--- src/design/slpg_pkg.sv ---
// Shared constants for the status LED pattern generator.
`default_nettype none

package slpg_pkg;

   localparam int unsigned CommandWidth = 2;
   localparam int unsigned ModeWidth    = 3;
   localparam int unsigned CsrIdxWidth  = 3;
   localparam int unsigned CsrDataWidth = 16;
   localparam int unsigned TimeWidth    = 16;
   localparam int unsigned BootWidth    = 15;
   localparam int unsigned PhaseWidth   = 17;

   localparam logic [CommandWidth-1:0] CMD_TICK  = 2'd0;
   localparam logic [CommandWidth-1:0] CMD_MODE  = 2'd1;
   localparam logic [CommandWidth-1:0] CMD_PULSE = 2'd2;

   localparam logic [ModeWidth-1:0] MODE_NORMAL  = 3'd0;
   localparam logic [ModeWidth-1:0] MODE_COMMAND = 3'd1;
   localparam logic [ModeWidth-1:0] MODE_WARNING = 3'd2;
   localparam logic [ModeWidth-1:0] MODE_FAULT   = 3'd3;
   localparam logic [ModeWidth-1:0] MODE_BOOTING = 3'd4;

   localparam logic [CsrIdxWidth-1:0] CSR_ACTIVE_HIGH    = 3'd0;
   localparam logic [CsrIdxWidth-1:0] CSR_TX_PULSE       = 3'd1;
   localparam logic [CsrIdxWidth-1:0] CSR_WARNING_PERIOD = 3'd2;
   localparam logic [CsrIdxWidth-1:0] CSR_WARNING_ON     = 3'd3;
   localparam logic [CsrIdxWidth-1:0] CSR_BOOT_HALF      = 3'd4;
   localparam logic [CsrIdxWidth-1:0] CSR_FAULT_PERIOD   = 3'd5;

   localparam logic                 RST_ACTIVE_HIGH    = 1'b1;
   localparam logic [TimeWidth-1:0] RST_TX_PULSE       = 16'd100;
   localparam logic [TimeWidth-1:0] RST_WARNING_PERIOD = 16'd1000;
   localparam logic [TimeWidth-1:0] RST_WARNING_ON     = 16'd500;
   localparam logic [BootWidth-1:0] RST_BOOT_HALF      = 15'd100;
   localparam logic [TimeWidth-1:0] RST_FAULT_PERIOD   = 16'd2000;

   // Fault double flash: lit for [0, 100) and [200, 300).
   localparam logic [PhaseWidth-1:0] FAULT_FLASH_END  = 17'd100;
   localparam logic [PhaseWidth-1:0] FAULT_GAP_END    = 17'd200;
   localparam logic [PhaseWidth-1:0] FAULT_SECOND_END = 17'd300;

   localparam logic [TimeWidth-1:0] AGE_MAX = 16'hFFFF;

endpackage

`default_nettype wire

--- src/design/slpg_if.sv ---
// Handshake interfaces for the request and response channels.
`default_nettype none

interface slpg_req_if
   import slpg_pkg::*;
   ();
   logic                    valid;
   logic                    ready;
   logic [CommandWidth-1:0] command;
   logic [ModeWidth-1:0]    new_mode;

   modport source (output valid, output command, output new_mode, input ready);
   modport sink   (input valid, input command, input new_mode, output ready);
endinterface

interface slpg_rsp_if
   import slpg_pkg::*;
   ();
   logic                 valid;
   logic                 ready;
   logic                 pin_level;
   logic [ModeWidth-1:0] current_mode;
   logic                 pulse_showing;

   modport source (output valid, output pin_level, output current_mode,
                   output pulse_showing, input ready);
   modport sink   (input valid, input pin_level, input current_mode,
                   input pulse_showing, output ready);
endinterface

`default_nettype wire

--- src/design/status_led_pattern_generator.sv ---
// Top level of the status LED pattern generator.
// Every request beat (tick, mode change or transmit pulse) updates the pattern state
// in the cycle it is accepted and yields exactly one response beat in the next cycle,
// held in an output register. One beat per cycle is sustained: a new request is
// taken whenever the output register is empty or is being drained in the same cycle,
// so the only limit is the response sink's ready. Configuration writes take effect
// at the next clock edge and should only be made while no response is pending.
`default_nettype none

module status_led_pattern_generator
   import slpg_pkg::*;
(
   input  wire logic                    clock,
   input  wire logic                    reset,
   slpg_req_if.sink                     req_bus,
   slpg_rsp_if.source                   rsp_bus,
   input  wire logic                    csr_wr_en,
   input  wire logic [CsrIdxWidth-1:0]  csr_index,
   input  wire logic [CsrDataWidth-1:0] csr_wdata
);

   logic                  active_high_ff;
   logic [TimeWidth-1:0]  tx_pulse_ff;
   logic [TimeWidth-1:0]  warn_period_ff;
   logic [TimeWidth-1:0]  warn_on_ff;
   logic [BootWidth-1:0]  boot_half_ff;
   logic [TimeWidth-1:0]  fault_period_ff;

   logic [ModeWidth-1:0]  mode_ff,  mode_in;
   logic [PhaseWidth-1:0] phase_ff, phase_in;
   logic                  pulse_active_ff, pulse_active_in;
   logic [TimeWidth-1:0]  pulse_age_ff, pulse_age_in;

   logic                  rsp_valid_ff;
   logic                  pin_ff, pin_in;
   logic [ModeWidth-1:0]  rsp_mode_ff;
   logic                  showing_ff, showing_in;

   logic                  req_accept;
   logic [PhaseWidth-1:0] period;
   logic [PhaseWidth:0]   phase_next;
   logic                  pattern_lit;
   logic                  lit;

   assign req_bus.ready = !rsp_valid_ff || rsp_bus.ready;
   assign req_accept    = req_bus.valid && req_bus.ready;

   always_ff @(posedge clock) begin
      if (reset) begin
         active_high_ff  <= RST_ACTIVE_HIGH;
         tx_pulse_ff     <= RST_TX_PULSE;
         warn_period_ff  <= RST_WARNING_PERIOD;
         warn_on_ff      <= RST_WARNING_ON;
         boot_half_ff    <= RST_BOOT_HALF;
         fault_period_ff <= RST_FAULT_PERIOD;
      end else if (csr_wr_en) begin
         unique case (csr_index)
            CSR_ACTIVE_HIGH:    active_high_ff  <= csr_wdata[0];
            CSR_TX_PULSE:       tx_pulse_ff     <= csr_wdata[TimeWidth-1:0];
            CSR_WARNING_PERIOD: warn_period_ff  <= csr_wdata[TimeWidth-1:0];
            CSR_WARNING_ON:     warn_on_ff      <= csr_wdata[TimeWidth-1:0];
            CSR_BOOT_HALF:      boot_half_ff    <= csr_wdata[BootWidth-1:0];
            CSR_FAULT_PERIOD:   fault_period_ff <= csr_wdata[TimeWidth-1:0];
            default: ;
         endcase
      end
   end

   // Pattern period of the mode in force before this beat; zero acts as one.
   always_comb begin
      case (mode_ff)
         MODE_WARNING: period = {1'b0, warn_period_ff};
         MODE_FAULT:   period = {1'b0, fault_period_ff};
         MODE_BOOTING: period = {1'b0, boot_half_ff, 1'b0};
         default:      period = PhaseWidth'(1);
      endcase
      if (period == '0) begin
         period = PhaseWidth'(1);
      end
   end

   assign phase_next = {1'b0, phase_ff} + (PhaseWidth+1)'(1);

   always_comb begin
      mode_in         = mode_ff;
      phase_in        = phase_ff;
      pulse_active_in = pulse_active_ff;
      pulse_age_in    = pulse_age_ff;
      case (req_bus.command)
         CMD_TICK: begin
            if (pulse_age_ff != AGE_MAX) begin
               pulse_age_in = pulse_age_ff + TimeWidth'(1);
            end
            phase_in = (phase_next >= {1'b0, period}) ? '0 : phase_next[PhaseWidth-1:0];
         end
         CMD_MODE: begin
            if (req_bus.new_mode != mode_ff) begin
               mode_in  = req_bus.new_mode;
               phase_in = '0;
            end
         end
         CMD_PULSE: begin
            pulse_active_in = 1'b1;
            pulse_age_in    = '0;
         end
         default: ;
      endcase

      showing_in = 1'b0;
      if (pulse_active_in && mode_in != MODE_WARNING && mode_in != MODE_FAULT) begin
         if (pulse_age_in < tx_pulse_ff) begin
            showing_in = 1'b1;
         end else begin
            pulse_active_in = 1'b0;
         end
      end
   end

   // Pattern level from the updated mode and phase.
   always_comb begin
      case (mode_in)
         MODE_COMMAND: pattern_lit = 1'b1;
         MODE_WARNING: pattern_lit = phase_in < {1'b0, warn_on_ff};
         MODE_FAULT:   pattern_lit = (phase_in < FAULT_FLASH_END)
                                     || (phase_in >= FAULT_GAP_END
                                         && phase_in < FAULT_SECOND_END);
         MODE_BOOTING: pattern_lit = phase_in < {2'b00, boot_half_ff};
         default:      pattern_lit = 1'b0;
      endcase
   end

   assign lit    = showing_in || pattern_lit;
   assign pin_in = lit ^ !active_high_ff;

   always_ff @(posedge clock) begin
      if (reset) begin
         mode_ff         <= MODE_BOOTING;
         phase_ff        <= '0;
         pulse_active_ff <= 1'b0;
         pulse_age_ff    <= '0;
         rsp_valid_ff    <= 1'b0;
      end else begin
         if (req_accept) begin
            mode_ff         <= mode_in;
            phase_ff        <= phase_in;
            pulse_active_ff <= pulse_active_in;
            pulse_age_ff    <= pulse_age_in;
            rsp_valid_ff    <= 1'b1;
         end else if (rsp_bus.ready) begin
            rsp_valid_ff    <= 1'b0;
         end
      end
   end

   always_ff @(posedge clock) begin
      if (req_accept) begin
         pin_ff      <= pin_in;
         rsp_mode_ff <= mode_in;
         showing_ff  <= showing_in;
      end
   end

   assign rsp_bus.valid         = rsp_valid_ff;
   assign rsp_bus.pin_level     = pin_ff;
   assign rsp_bus.current_mode  = rsp_mode_ff;
   assign rsp_bus.pulse_showing = showing_ff;

endmodule

`default_nettype wire

--- src/flat_wrapper.sv ---
// flat-port wrapper written by rule: the top's interface ports become plain ports
module status_led_pattern_generator_flat import slpg_pkg::*;
  (clock, reset, csr_wr_en, csr_index, csr_wdata, req_bus_valid, req_bus_command, req_bus_new_mode, req_bus_ready, rsp_bus_valid, rsp_bus_pin_level, rsp_bus_current_mode, rsp_bus_pulse_showing, rsp_bus_ready);
  slpg_req_if req_bus_i ();
  slpg_rsp_if rsp_bus_i ();
  input  wire logic clock;
  input  wire logic reset;
  input  wire logic csr_wr_en;
  input  wire logic [CsrIdxWidth-1:0] csr_index;
  input  wire logic [CsrDataWidth-1:0] csr_wdata;
  input wire logic [$bits(req_bus_i.valid)-1:0] req_bus_valid;
  input wire logic [$bits(req_bus_i.command)-1:0] req_bus_command;
  input wire logic [$bits(req_bus_i.new_mode)-1:0] req_bus_new_mode;
  output wire logic [$bits(req_bus_i.ready)-1:0] req_bus_ready;
  output wire logic [$bits(rsp_bus_i.valid)-1:0] rsp_bus_valid;
  output wire logic [$bits(rsp_bus_i.pin_level)-1:0] rsp_bus_pin_level;
  output wire logic [$bits(rsp_bus_i.current_mode)-1:0] rsp_bus_current_mode;
  output wire logic [$bits(rsp_bus_i.pulse_showing)-1:0] rsp_bus_pulse_showing;
  input wire logic [$bits(rsp_bus_i.ready)-1:0] rsp_bus_ready;
  assign req_bus_i.valid = req_bus_valid;
  assign req_bus_i.command = req_bus_command;
  assign req_bus_i.new_mode = req_bus_new_mode;
  assign req_bus_ready = req_bus_i.ready;
  assign rsp_bus_valid = rsp_bus_i.valid;
  assign rsp_bus_pin_level = rsp_bus_i.pin_level;
  assign rsp_bus_current_mode = rsp_bus_i.current_mode;
  assign rsp_bus_pulse_showing = rsp_bus_i.pulse_showing;
  assign rsp_bus_i.ready = rsp_bus_ready;
  status_led_pattern_generator u_core (.clock(clock), .reset(reset), .req_bus(req_bus_i), .rsp_bus(rsp_bus_i), .csr_wr_en(csr_wr_en), .csr_index(csr_index), .csr_wdata(csr_wdata));
endmodule
--- config.mk ---
export PLATFORM = sky130hd
export DESIGN_NAME = status_led_pattern_generator_flat
export DESIGN_NICKNAME = d
export VERILOG_FILES = /design/src/design/slpg_pkg.sv /design/src/design/slpg_if.sv /design/src/design/status_led_pattern_generator.sv /design/src/flat_wrapper.sv
export SDC_FILE = /design/constraint.sdc
export NUM_CORES = 1
export LEC_CHECK = 0
export BUFFER_PORTS_ARGS = -buffer_cell sky130_fd_sc_hd__buf_2
export CAP_MARGIN = 20
export CORE_ASPECT_RATIO = 1.5
export CORE_MARGIN = 3
export CORE_UTILIZATION = 55
export CTS_CLUSTER_SIZE = 28
export DETAILED_ROUTE_END_ITERATION = 10
export PLACE_DENSITY = 0.75
export SYNTH_ARGS = -nofsm -noshare
export SYNTH_HDL_FRONTEND = slang
export SYNTH_SLANG_ARGS = --single-unit
--- constraint.sdc ---
create_clock -name clock -period 7.7 [get_ports clock]
set_clock_uncertainty 0.1 [all_clocks]
set_input_delay 2.31 -clock clock [delete_from_list [all_inputs] [get_ports clock]]
set_output_delay 2.31 -clock clock [all_outputs]
set_load 0.02 [all_outputs]
**Word-level counts from Yosys, hierarchy flattened**

Cells that the tools add are included.

- Output and inout bits: 7
- Register bits after elaboration: 123
- Logic and storage cells: 78

- Reductions and logical operators: 19
- Bitwise operators: 1
- Equal/unequal tests: 18
- $lt $le $gt $ge: 7
- Add/subtract/negate cells: 2
- Multiplexer cells: 17

Operators by type and width:

| kind | number |
|---|---|
| 16-bit case mux with 3 select lines | 1 |
| 17-bit two-way mux | 2 |
| 17-bit case mux with 2 select lines | 1 |
| 16-bit two-way mux | 2 |
| 16-bit case mux with 2 select lines | 1 |
| 17-bit by 1-bit adder with 18-bit output (second input constant) | 1 |
| 3-bit by 2-bit equality test with 1-bit output (second input constant) | 6 |
| 18-bit by 16-bit >= comparator with 1-bit output | 1 |
| 17-bit by 8-bit >= comparator with 1-bit output (second input constant) | 1 |
| 17-bit zero test | 1 |
| 17-bit by 15-bit less-than comparator with 1-bit output | 1 |
| 17-bit by 16-bit less-than comparator with 1-bit output | 1 |
| 17-bit by 7-bit less-than comparator with 1-bit output (second input constant) | 1 |
| 17-bit by 9-bit less-than comparator with 1-bit output (second input constant) | 1 |
| 16-bit by 1-bit adder with 16-bit output (second input constant) | 1 |
| 16-bit less-than comparator | 1 |
| 16-bit inequality test (second input constant) | 1 |
| 3-bit equality test (second input constant) | 4 |
| 2-bit AND reduction | 6 |
| 1-bit two-way mux | 7 |
| 3-bit by 1-bit equality test with 1-bit output (second input constant) | 2 |
| 3-bit two-way mux | 2 |
| 3-bit by 2-bit inequality test with 1-bit output (second input constant) | 2 |
| 1-bit logical AND | 4 |
| other kinds (10) | 13 |

**Depth between registers and ports, before layout**

Gate-level depths: netlist of run 1.

- Word-level depth: 13
- Mapped depth: 27
- Gate-level depth less buffers: 24

**Worst setup path before layout of run 1**

Ideal clock, no wire load.

- Kind: register to register
- Start point: register u_core.mode_ff[0]
- End point: register u_core.pin_ff, in the netlist u_core.rsp_bus.pin_level (data pin)
- Buffers on the path: 3
- Arrival time: 5.448 ns
- Cell stages (with the launch flop): 28
- Data required time: 7.332 ns
- Clock period less this slack: 5.816 ns
- Library setup time: 0.268 ns
- Path slack: 1.884 ns
- Cells stage by stage: dfxtp_1 buf_2 buf_1 mux2i_1 nor2_1 a21oi_1 nand4_1 or4_1 o21ai_0 ha_1 nand2b_1 a21o_2 a2111oi_4 o211ai_2 buf_6 nor4_1 a21oi_2 inv_1 ha_1 a21oi_1 o21ai_0 or4_1 a311oi_1 o21ai_0 nand4_1 a311oi_1 nand4_1 nand4bb_1

- Word-level cells in the longest chain between the ends: 13

Ends and longest elaborated chain:

| what | RTL line | source |
|---|---|---|
| start, declared | status_led_pattern_generator.sv:29 | `logic [ModeWidth-1:0] mode_ff, mode_in;` |
| start signal, assigned | status_led_pattern_generator.sv:144 | `mode_ff <= mode_in;` |
| 3-bit equality test / 3-bit by 2-bit equality test with 1-bit output (equally long branches) | status_led_pattern_generator.sv:71 | `case (mode_ff)` |
| 16-bit case mux with 3 select lines | status_led_pattern_generator.sv:71 |  |
| 17-bit zero test | status_led_pattern_generator.sv:77 | `if (period == '0) begin` |
| 16-bit two-way mux | status_led_pattern_generator.sv:77 |  |
| 18-bit by 16-bit >= comparator with 1-bit output | status_led_pattern_generator.sv:94 | `phase_in = (phase_next >= {1'b0, period}) ? '0 : phase_next[PhaseWidth-1:0];` |
| 17-bit two-way mux | status_led_pattern_generator.sv:94 |  |
| 17-bit case mux with 2 select lines (*) | status_led_pattern_generator.sv:89 | `case (req_bus.command)` |
| named net u_core.phase_in[12] | status_led_pattern_generator.sv:30 | `logic [PhaseWidth-1:0] phase_ff, phase_in;` |
| 17-bit by 8-bit >= comparator with 1-bit output / 17-bit by 9-bit less-than comparator with 1-bit output (equally long branches) | status_led_pattern_generator.sv:125, status_led_pattern_generator.sv:126 |  |
| 1-bit logical AND | status_led_pattern_generator.sv:126 | `&& phase_in < FAULT_SECOND_END);` |
| 1-bit logical OR | status_led_pattern_generator.sv:125 | `\|\| (phase_in >= FAULT_GAP_END` |
| 1-bit case mux with 4 select lines (*) | status_led_pattern_generator.sv:121 | `case (mode_in)` |
| 1-bit logical OR (*) | status_led_pattern_generator.sv:132 | `assign lit = showing_in \|\| pattern_lit;` |
| 1-bit XOR (*) | status_led_pattern_generator.sv:133 | `assign pin_in = lit ^ !active_high_ff;` |
| named net u_core.pin_in | status_led_pattern_generator.sv:35 | `logic pin_ff, pin_in;` |
| end signal, assigned | status_led_pattern_generator.sv:157 | `pin_ff <= pin_in;` |
| end, declared | status_led_pattern_generator.sv:35 |  |

Mark *: on every way through the listed nets, which the timed path passes. The rest lies on a longest branch.
A chain may end at the register's enable or synchronous reset.

**Worst setup path after layout of run 1**

Ends and elaborated chain as after synthesis.

==> results.yml, run 1 <==
placement:
  place_ws_ps: 1210
  port_buffers: 35
  dp_hpwl_um: 15500
  dp_cells: 1153
  place_congestion: 0.994
worst_setup_path:
  slowest_delay_ps: 800
  r2r-end: "u_core.rsp_bus.pin_level"
  reg2regPathDepth: 25
  worst_setup_path_end_kind: "register"
  timing.critical_path.buf_inv: 2
  r2r_start: "u_core.mode_ff[0]"
  cp.required_ps: 7750
  crit_start: "u_core.mode_ff[0]"
  cp_top_family: "compound AO/OA/AOI/OAI gates"
  cp_slowest_cell: "dfxtp_1"
  worst-path-max-fanout: 18
  rrSetupSlack_ps: 1090
  cp-start-kind: "register"
  worstPathArrival_ps: 6660
  crit_type: "register to register"
die:
  die_y_um: 150
  die_x_um: 102
  pin_count: 36
  start_util_pct: 56.3
  die_area_sq_mm: 0.0153
  row_count: 52
  core_sq_mm: 0.0135
cells_and_area:
  instances_no_fill: 1183
  final_cell_mix: "nand2_1, a21oi_1, dfxtp_1"
  final_common_cell: "nand2_1"
  drive_above_1_share_pct: 10.1
  final_util_pct: 61.8
  nets: 1101
  syn2layout_area_growth_pct: 9.76
  diodes: 0
cts:
  cts_resized: 0
  clock_latency_ps: 410
  cts.clk_slew.worst_paths_ps: 60
  cts_made_buffers: 17
  tritoncts: "built"
  cts_root_buf: "clkbuf_16"
  cts_buffer_depth: 2
  htreeDepth: 4
  postCtsHoldBufs: 0
  postCtsSetupRepairBufs: 0
  cts.sinks: 123
hold_path:
  worstHoldPathCells: 2
  worstHoldPathType: "register to register"
  hp-start: "u_core.tx_pulse_ff[8]"
  min_to: "u_core.tx_pulse_ff[8]"
power:
  switching_power_mw: 0.475
  p_int_mw: 1.20
  power_density_mw_per_mm2: 200
  clock_power_share_pct: 44.6
  peakVddDrop_mv: 0.154
  comb_power_share_pct: 14.2
  swShare_pct: 28.4
  p_leak_nw: 3.40
  seq_power_share_pct: 41.2
global_route:
  track_usage_pct: 28.6
  grt_pass1_vias: 6743
  antenna_found_initial: 0
  grt_start_max_net_pins: 58
  grt_pass1_wl_um: 34300
  grt_overflow: 0
drt:
  vias: 7042
  dr.max_layer_used: "met4"
  met3WireLength_um: 1070
  wl_per_cell_um: 17.8
  ant_nets: 0
  first_pass_iters: 5
  drt-total-wl_um: 21100
  drtIter0Drc: 359
  routed_via_density: 5.95
  drc_errors: 0
  drt-met1-wl_um: 9120
  wl_met2_um: 9810
synth:
  seq_area_frac_synth_pct: 33.0
  yosysWarnings: 0
  ys.flop_type: "dfxtp_1"
  synthSimpleGateAreaFrac_pct: 25.1
  async_flop_share_pct: 0
  synthAdderAreaFrac_pct: 10.2
  synth.avg_cell_area_sq_um: 7.62
  synth_enable_flop_cells: 5
  ys_ff_latch: 123
  netlist_area_sq_mm: 0.00762
  synthesis.nets: 1091
  synthCells: 1000
  synth_cell_types: 70
  synth_xor_area_share_pct: 2.87
  synth_compound_area_share_pct: 19.5
  synth_top_family_by_area: "simple AND/OR/NAND/NOR gates"
  synth.area.mux_share_pct: 2.64
job:
  maxCapViolCount: 0
sta:
  finalCritPeriodShare_pct: 85.8
  finalCriticalPeriod_ps: 6610
  drv_slew: 0
  hold_viol: 0
  rsz0062_at_grt: "no"
  fin_setup_tns_ps: 0
  slew_headroom_pct: 29.8
  setup_ws_ps: 1090
  max_freq_mhz: 151
  finalSetupViolations: 0
  worst_pin_slew_ps: 1050
run_status:
  status: "finished clean"
flip-flops by register name, indices dropped and copies added (netlist names):
name	cells
u_core.tx_pulse_ff	16
u_core.mode_ff	3
u_core.rsp_bus.pin_level	1
u_core.rsp_bus.current_mode	3
u_core.fault_period_ff	16
u_core.pulse_age_ff	16
u_core.pulse_active_ff	1
u_core.rsp_bus.valid	1
u_core.boot_half_ff	15
u_core.phase_ff	17
u_core.active_high_ff	1
u_core.warn_on_ff	16
u_core.warn_period_ff	16
u_core.rsp_bus.pulse_showing	1
Yosys cell counts, types with 4 or more instances:
library cell / count / area [sq um]
clkbuf_1: 40 / 150
and3_1: 7 / 43.8
a21o_1: 9 / 67.6
nor2_1: 76 / 285
nand3_1: 29 / 145
nor3_1: 22 / 110
nand4_1: 19 / 119
o21ai_0: 31 / 155
mux2i_1: 19 / 190
xnor2_1: 10 / 87.6
buf_6: 6 / 67.6
a211oi_1: 14 / 105
a21oi_1: 118 / 591
o211ai_1: 18 / 135
or2_2: 4 / 25.0
dfxtp_1: 118 / 2360
xor2_1: 15 / 131
edfxtp_1: 5 / 150
nor4_1: 4 / 25.0
or3_1: 4 / 25.0
inv_1: 66 / 248
ha_1: 62 / 776
nor2b_1: 7 / 43.8
a22o_1: 5 / 43.8
nand2b_1: 5 / 31.3
nand2_1: 212 / 796
metal layers:
| layer | track usage, % | up-vias |
|---|---|---|
| met2 | 46.3 | 244 |
| met4 | 15.1 | 0 |
| met5 | 0 | - |
| li1 | - | 3495 |
| met3 | 4.59 | 56 |
| met1 | 36.3 | 3247 |
power groups by stage:
stage | clock network, mW | registers [mW] | logic (mW)
floorplan | 0 | 0.691 | 0.177
global placement | 0 | 0.701 | 0.232
detailed placement | 0 | 0.702 | 0.233
CTS | 0.749 | 0.688 | 0.235
global route | 0.776 | 0.692 | 0.263
finish | 0.745 | 0.689 | 0.238
tightest hold or removal path, stage by stage (launching register included):
cell     delay [ps]
dfxtp_1         310
nand2_1          50
a21oi_1          50
layout make-up:
type | instances | area [sq um]
multi-input combinational | 756 | 4600
clock buffer | 18 | 439
sequential | 123 | 2510
tap | 162 | 203
inverter | 67 | 251
timing repair buffer | 45 | 258
clock inverter | 12 | 101
fill | 1264 | 5170
worst max-delay path by stage:
stage	to	slack [ps]	cells after the start
after CTS	u_core.rsp_bus.pin_level	1170	25
final	u_core.rsp_bus.pin_level	1090	25
after global placement	u_core.rsp_bus.pin_level	1360	25
after detailed placement	u_core.rsp_bus.pin_level	1210	25
after global routing	u_core.rsp_bus.pin_level	640	25
after floorplan	u_core.rsp_bus.pin_level	1880	27
cells by family (layout without fill, tap and decap cells):
kind of cell,after synthesis,after routing
adders and majority gates,62,62
buffers and inverters,121,142
muxes,20,20
xor gates and xnor gates,25,25
AOI/OAI and AO/OA,235,235
and+or+nand+nor,414,414
DFF,123,123
through the flow:
stage          hold slack (ps)  power, mW  instance area, sq um
5_1_grt                    371       1.73                  8360
4_1_cts                    355       1.67                  8360
3_3_place_gp               342      0.933                  7800
2_1_floorplan              332      0.867                  7620
3_5_place_dp               347      0.935                  7820
6_report                   353       1.67                  8360
No activity file was read; power rests on OpenSTA's default activity.
==> run 2: changes to the inputs <==
--- a/config.mk
+++ b/config.mk
@@ -12,6 +12,7 @@
 export CORE_UTILIZATION = 55
 export CTS_CLUSTER_SIZE = 28
 export DETAILED_ROUTE_END_ITERATION = 10
+export MAX_ROUTING_LAYER = met4
 export PLACE_DENSITY = 0.75
 export SYNTH_ARGS = -nofsm -noshare
 export SYNTH_HDL_FRONTEND = slang
==> run 2 against run 1 <==
  * Cell area increased by 0.91%
  * Cell count about the same
  * First-iteration DRC count grew 3.3%
  * Critical path depth did not move
  * Sequential share of layout area decreased by 0.27 points
  * Worst hold slack worse by 0.97 ps
  * Die area stayed put
  * Clock power increased by 14%
  * Critical path type unchanged
  * Critical endpoint unchanged
  * Maximum frequency down 0.76%
  * Clock-buffer cell count increased by 1
==> results.yml, run 2 (synthesis results as in run 1) <==
cts:
  clock_latency_ps: 420
  cts_buffer_depth: 2
  postCtsHoldBufs: 0
  cts_made_buffers: 17
  tritoncts: "built"
  cts.clk_slew.worst_paths_ps: 60
  htreeDepth: 4
  cts_root_buf: "clkbuf_16"
  cts.sinks: 123
  postCtsSetupRepairBufs: 0
  cts_resized: 0
drt:
  first_pass_iters: 6
  vias: 7098
  ant_nets: 0
  drt-total-wl_um: 21100
  drc_errors: 0
  wl_per_cell_um: 17.8
  drtIter0Drc: 371
  routed_via_density: 5.99
power:
  p_int_mw: 1.28
  clock_power_share_pct: 47.7
  seq_power_share_pct: 38.8
  comb_power_share_pct: 13.4
  peakVddDrop_mv: 0.199
  switching_power_mw: 0.491
  swShare_pct: 27.7
  p_leak_nw: 3.43
  power_density_mw_per_mm2: 210
placement:
  dp_hpwl_um: 15500
  port_buffers: 35
  place_congestion: 0.992
  dp_cells: 1152
  place_area_sq_mm: 0.00781
sta:
  fin_setup_tns_ps: 0
  rsz0062_at_grt: "no"
  finalSetupViolations: 0
  worst_pin_slew_ps: 1030
  finalCriticalPeriod_ps: 6660
  drv_slew: 0
  holdWs_ps: 352
  finalCritPeriodShare_pct: 86.5
  hold_viol: 0
  max_freq_mhz: 150
  slew_headroom_pct: 30.6
worst_setup_path:
  cp-start-kind: "register"
  slowest_delay_ps: 800
  cp_top_family: "compound AO/OA/AOI/OAI gates"
  worstPathArrival_ps: 6710
  worst-path-max-fanout: 18
  cp_slowest_cell: "dfxtp_1"
  worst_setup_path_end_kind: "register"
  rrSetupSlack_ps: 1040
  cp.required_ps: 7750
  crit_type: "register to register"
  timing.critical_path.buf_inv: 2
global_route:
  antenna_found_initial: 0
  grt_pass1_vias: 6545
  grt_start_max_net_pins: 56
  grt_pass1_wl_um: 33700
  track_usage_pct: 28.9
  grt_overflow: 0
die:
  pin_count: 36
  start_util_pct: 56.3
  die_area_sq_mm: 0.0153
  row_count: 52
  die_x_um: 102
  die_y_um: 150
  core_sq_mm: 0.0135
cells_and_area:
  diodes: 0
  largest_reg_flops: 17
  regMostFlops: "u_core.phase_ff"
  fin_area_sq_mm: 0.00844
  syn2layout_area_growth_pct: 10.8
  nets: 1101
  instances_no_fill: 1184
  final_cell_mix: "nand2_1, a21oi_1, dfxtp_1"
  final_common_cell: "nand2_1"
  drive_above_1_share_pct: 10.1
run_status:
  status: "finished clean"
job:
  maxCapViolCount: 0
hold_path:
  worstHoldPathType: "register to register"
run 2: cell types whose count changed in the layout (fill, tap and decap cells not counted), sizes merged:
cell / change
inv: +1
clkbuf: +1
clkinv: -2
bufinv: +2
clkinvlp: -1
run 2: metrics by stage:
stage               worst slack [ps]  utilization (%)  power [mW]
finish                          1040             62.3        1.77
global route                     596             62.3        1.84
CTS                             1110             62.3        1.78
detailed placement              1200             57.7       0.935
global placement                1330             57.6       0.933
floorplan                       1880                -       0.867
run 2: area by class of cell:
class                   count  area (sq um)
inverters                  67           251
repair buffers             45           258
fillers                  1234          5100
multi-input cells         756          4600
clock buffers              19           454
clock inverters            12           163
well taps                 162           203
flip-flops and latches    123          2510
run 2: worst paths after layout:
check,cells past startpoint,endpoint,start
max,25,u_core.rsp_bus.pin_level,u_core.mode_ff[0]
min,2,u_core.tx_pulse_ff[8],u_core.tx_pulse_ff[8]
max reg2reg,25,u_core.rsp_bus.pin_level,u_core.mode_ff[0]
min reg2reg,2,u_core.tx_pulse_ff[8],u_core.tx_pulse_ff[8]
run 2: routing by layer:
| layer | routed length [um] | vias to the layer above | share of wire [%] | track usage (%) |
|---|---|---|---|---|
| met5 | 0 | - | 0 | - |
| li1 | - | 3494 | - | - |
| met1 | 9030 | 3273 | 43 | 36.4 |
| met3 | 1160 | 53 | 5.5 | 3.89 |
| met2 | 10200 | 278 | 48 | 46.5 |
| met4 | 760 | 0 | 3.6 | 11.8 |
run 2: worst reg2reg max path, delay by kind of cell (launching register included):
| family | cells | cell delay, ps |
|---|---|---|
| adders and majority gates | 2 | 550 |
| AOI/OAI and AO/OA | 11 | 2220 |
| muxes | 1 | 210 |
| DFF | 1 | 800 |
| and+or+nand+nor | 9 | 2090 |
| buffers and inverters | 2 | 400 |
run 2: power by group through the flow:
stage,Combinational (mW),Clock (mW),Sequential [mW]
floorplan,0.177,0,0.691
global placement,0.231,0,0.701
detailed placement,0.233,0,0.701
CTS,0.236,0.853,0.688
global route,0.264,0.880,0.691
finish,0.238,0.846,0.689
==> run 3: changes to the inputs <==
--- a/config.mk
+++ b/config.mk
@@ -7,13 +7,15 @@
 export LEC_CHECK = 0
 export BUFFER_PORTS_ARGS = -buffer_cell sky130_fd_sc_hd__buf_2
 export CAP_MARGIN = 20
+export CELL_PAD_IN_SITES_DETAIL_PLACEMENT = 2
+export CELL_PAD_IN_SITES_GLOBAL_PLACEMENT = 2
 export CORE_ASPECT_RATIO = 1.5
 export CORE_MARGIN = 3
-export CORE_UTILIZATION = 55
+export CORE_UTILIZATION = 37
 export CTS_CLUSTER_SIZE = 28
 export DETAILED_ROUTE_END_ITERATION = 10
 export MAX_ROUTING_LAYER = met4
-export PLACE_DENSITY = 0.75
+export PLACE_DENSITY = 0.83
 export SYNTH_ARGS = -nofsm -noshare
 export SYNTH_HDL_FRONTEND = slang
 export SYNTH_SLANG_ARGS = --single-unit
==> run 3 against run 2 <==
  * Register-to-register slack worse by 30 ps
  * Worst setup slack worse by 29 ps
  * Sequential power about the same
  * Power is 2.9% higher
  * Clock-buffer cell count is 3 higher
  * Global-route usage shrank 1.9 points
  * Via count increased by 3.2%
  * Sequential share of layout area down 0.54 points
  * Die area up 46%
  * Critical endpoint unchanged
  * Largest power group unchanged
==> results.yml, run 3 (synthesis results as in run 1) <==
sta:
  fin_setup_tns_ps: 0
  max_freq_mhz: 150
  finalSetupViolations: 0
  drv_slew: 0
  finalCriticalPeriod_ps: 6690
  finalCritPeriodShare_pct: 86.8
  hold_viol: 0
  holdWs_ps: 357
  rsz0062_at_grt: "no"
  slew_headroom_pct: 28.7
  worst_pin_slew_ps: 1070
die:
  die_area_sq_mm: 0.0224
  start_util_pct: 38.0
  pin_count: 36
  core_sq_mm: 0.0200
  die_y_um: 182
  die_x_um: 123
  row_count: 63
worst_setup_path:
  worst-path-max-fanout: 18
  worstPathArrival_ps: 6760
  cp.required_ps: 7770
  crit_type: "register to register"
  cp-start-kind: "register"
  reg2regPathDepth: 22
  worst_setup_path_end_kind: "register"
power:
  power.total_mw: 1.82
  peakVddDrop_mv: 0.170
  power_density_mw_per_mm2: 212
  p_leak_nw: 3.45
cts:
  cts_made_buffers: 17
  clock_latency_ps: 440
  htreeDepth: 4
  tritoncts: "built"
  cts_root_buf: "clkbuf_16"
  postCtsSetupRepairBufs: 0
  postCtsHoldBufs: 0
  cts.sinks: 123
  cts.clk_slew.worst_paths_ps: 50
  cts_resized: 0
  cts_buffer_depth: 2
cells_and_area:
  largest_reg_flops: 17
  drive_above_1_share_pct: 9.88
  nets: 1100
  final_cell_mix: "nand2_1, a21oi_1, dfxtp_1"
  diodes: 0
  regMostFlops: "u_core.phase_ff"
  instances_no_fill: 1282
  syn2layout_area_growth_pct: 12.8
  final_util_pct: 42.9
  final_common_cell: "nand2_1"
drt:
  drtIter0Drc: 317
  routed_via_density: 5.71
  drc_errors: 0
  first_pass_iters: 5
  vias: 7325
  drt-total-wl_um: 28300
  ant_nets: 0
  wl_per_cell_um: 22.1
hold_path:
  worstHoldPathType: "register to register"
  worstHoldPathCells: 2
global_route:
  grt_overflow: 0
  antenna_found_initial: 0
  track_usage_pct: 27.0
  grt_start_max_net_pins: 93
  grt_pass1_vias: 8059
  grt_pass1_wl_um: 45300
placement:
  dp_cells: 1247
  dp_hpwl_um: 20400
  place_congestion: 0.855
  port_buffers: 35
run_status:
  status: "finished clean"
job:
  maxCapViolCount: 0
[run 3: cell types whose count changed in the layout (fill, tap and decap cells not counted), moves of 2 or more]
cell / previous run / this run
inv_6: 2 / 0
clkbuf_1: 1 / 3
clkbuf_8: 0 / 2
clkinv_4: 4 / 2
[run 3: final timing paths]
path                                from                       end  slack, ps
setup / recovery       u_core.mode_ff[2]  u_core.rsp_bus.pin_level       1010
hold / removal    u_core.tx_pulse_ff[15]    u_core.tx_pulse_ff[15]        360
setup reg to reg       u_core.mode_ff[2]  u_core.rsp_bus.pin_level       1010
hold reg to reg   u_core.tx_pulse_ff[15]    u_core.tx_pulse_ff[15]        360
[run 3: stage by stage]
stage	setup WS [ps]	instance area [sq um]
floorplan	1880	7620
global placement	1320	7910
detailed placement	1150	7910
CTS	1050	8540
global route	663	8590
finish	1010	8590
[run 3: area by class of cell]
type,count,area [sq um]
fill,2382,11400
multi-input combinational,756,4600
inverter,67,251
clock inverter,10,161
timing repair buffer,44,272
sequential,123,2510
clock buffer,22,475
tap,260,325
[run 3: report_power, final]
part	switching, mW	leakage [nW]	total, mW	internal, mW
Combinational	0.166	2.13	0.256	0.0900
Clock	0.307	0.310	0.876	0.569
Sequential	0.0281	1.01	0.691	0.663
[run 3: metal layers]
metal,vias to the layer above,routed length (um),global-route usage [%]
met3,59,751,3.68
met5,-,0,-
met1,3654,12200,32.4
met4,0,830,10.1
met2,126,14500,45.6
li1,3486,-,-
[run 3: critical path, stage by stage, from the launching register on]
cell and delay [ps]:
dfxtp_1 450, nand2b_1 530, nor2_1 120, a21oi_1 370, nand4_1 150, or4_1 480
o21ai_0 90, ha_1 250, nand2b_1 160, a21o_2 230, a2111oi_4 430, o211ai_2 390
o21ai_0 630, ha_1 380, nand4_1 170, nor3_1 60, or4_1 400, a311oi_1 260
o21ai_0 200, nand4_1 140, a311oi_1 150, nand4_1 150, nand4bb_1 120
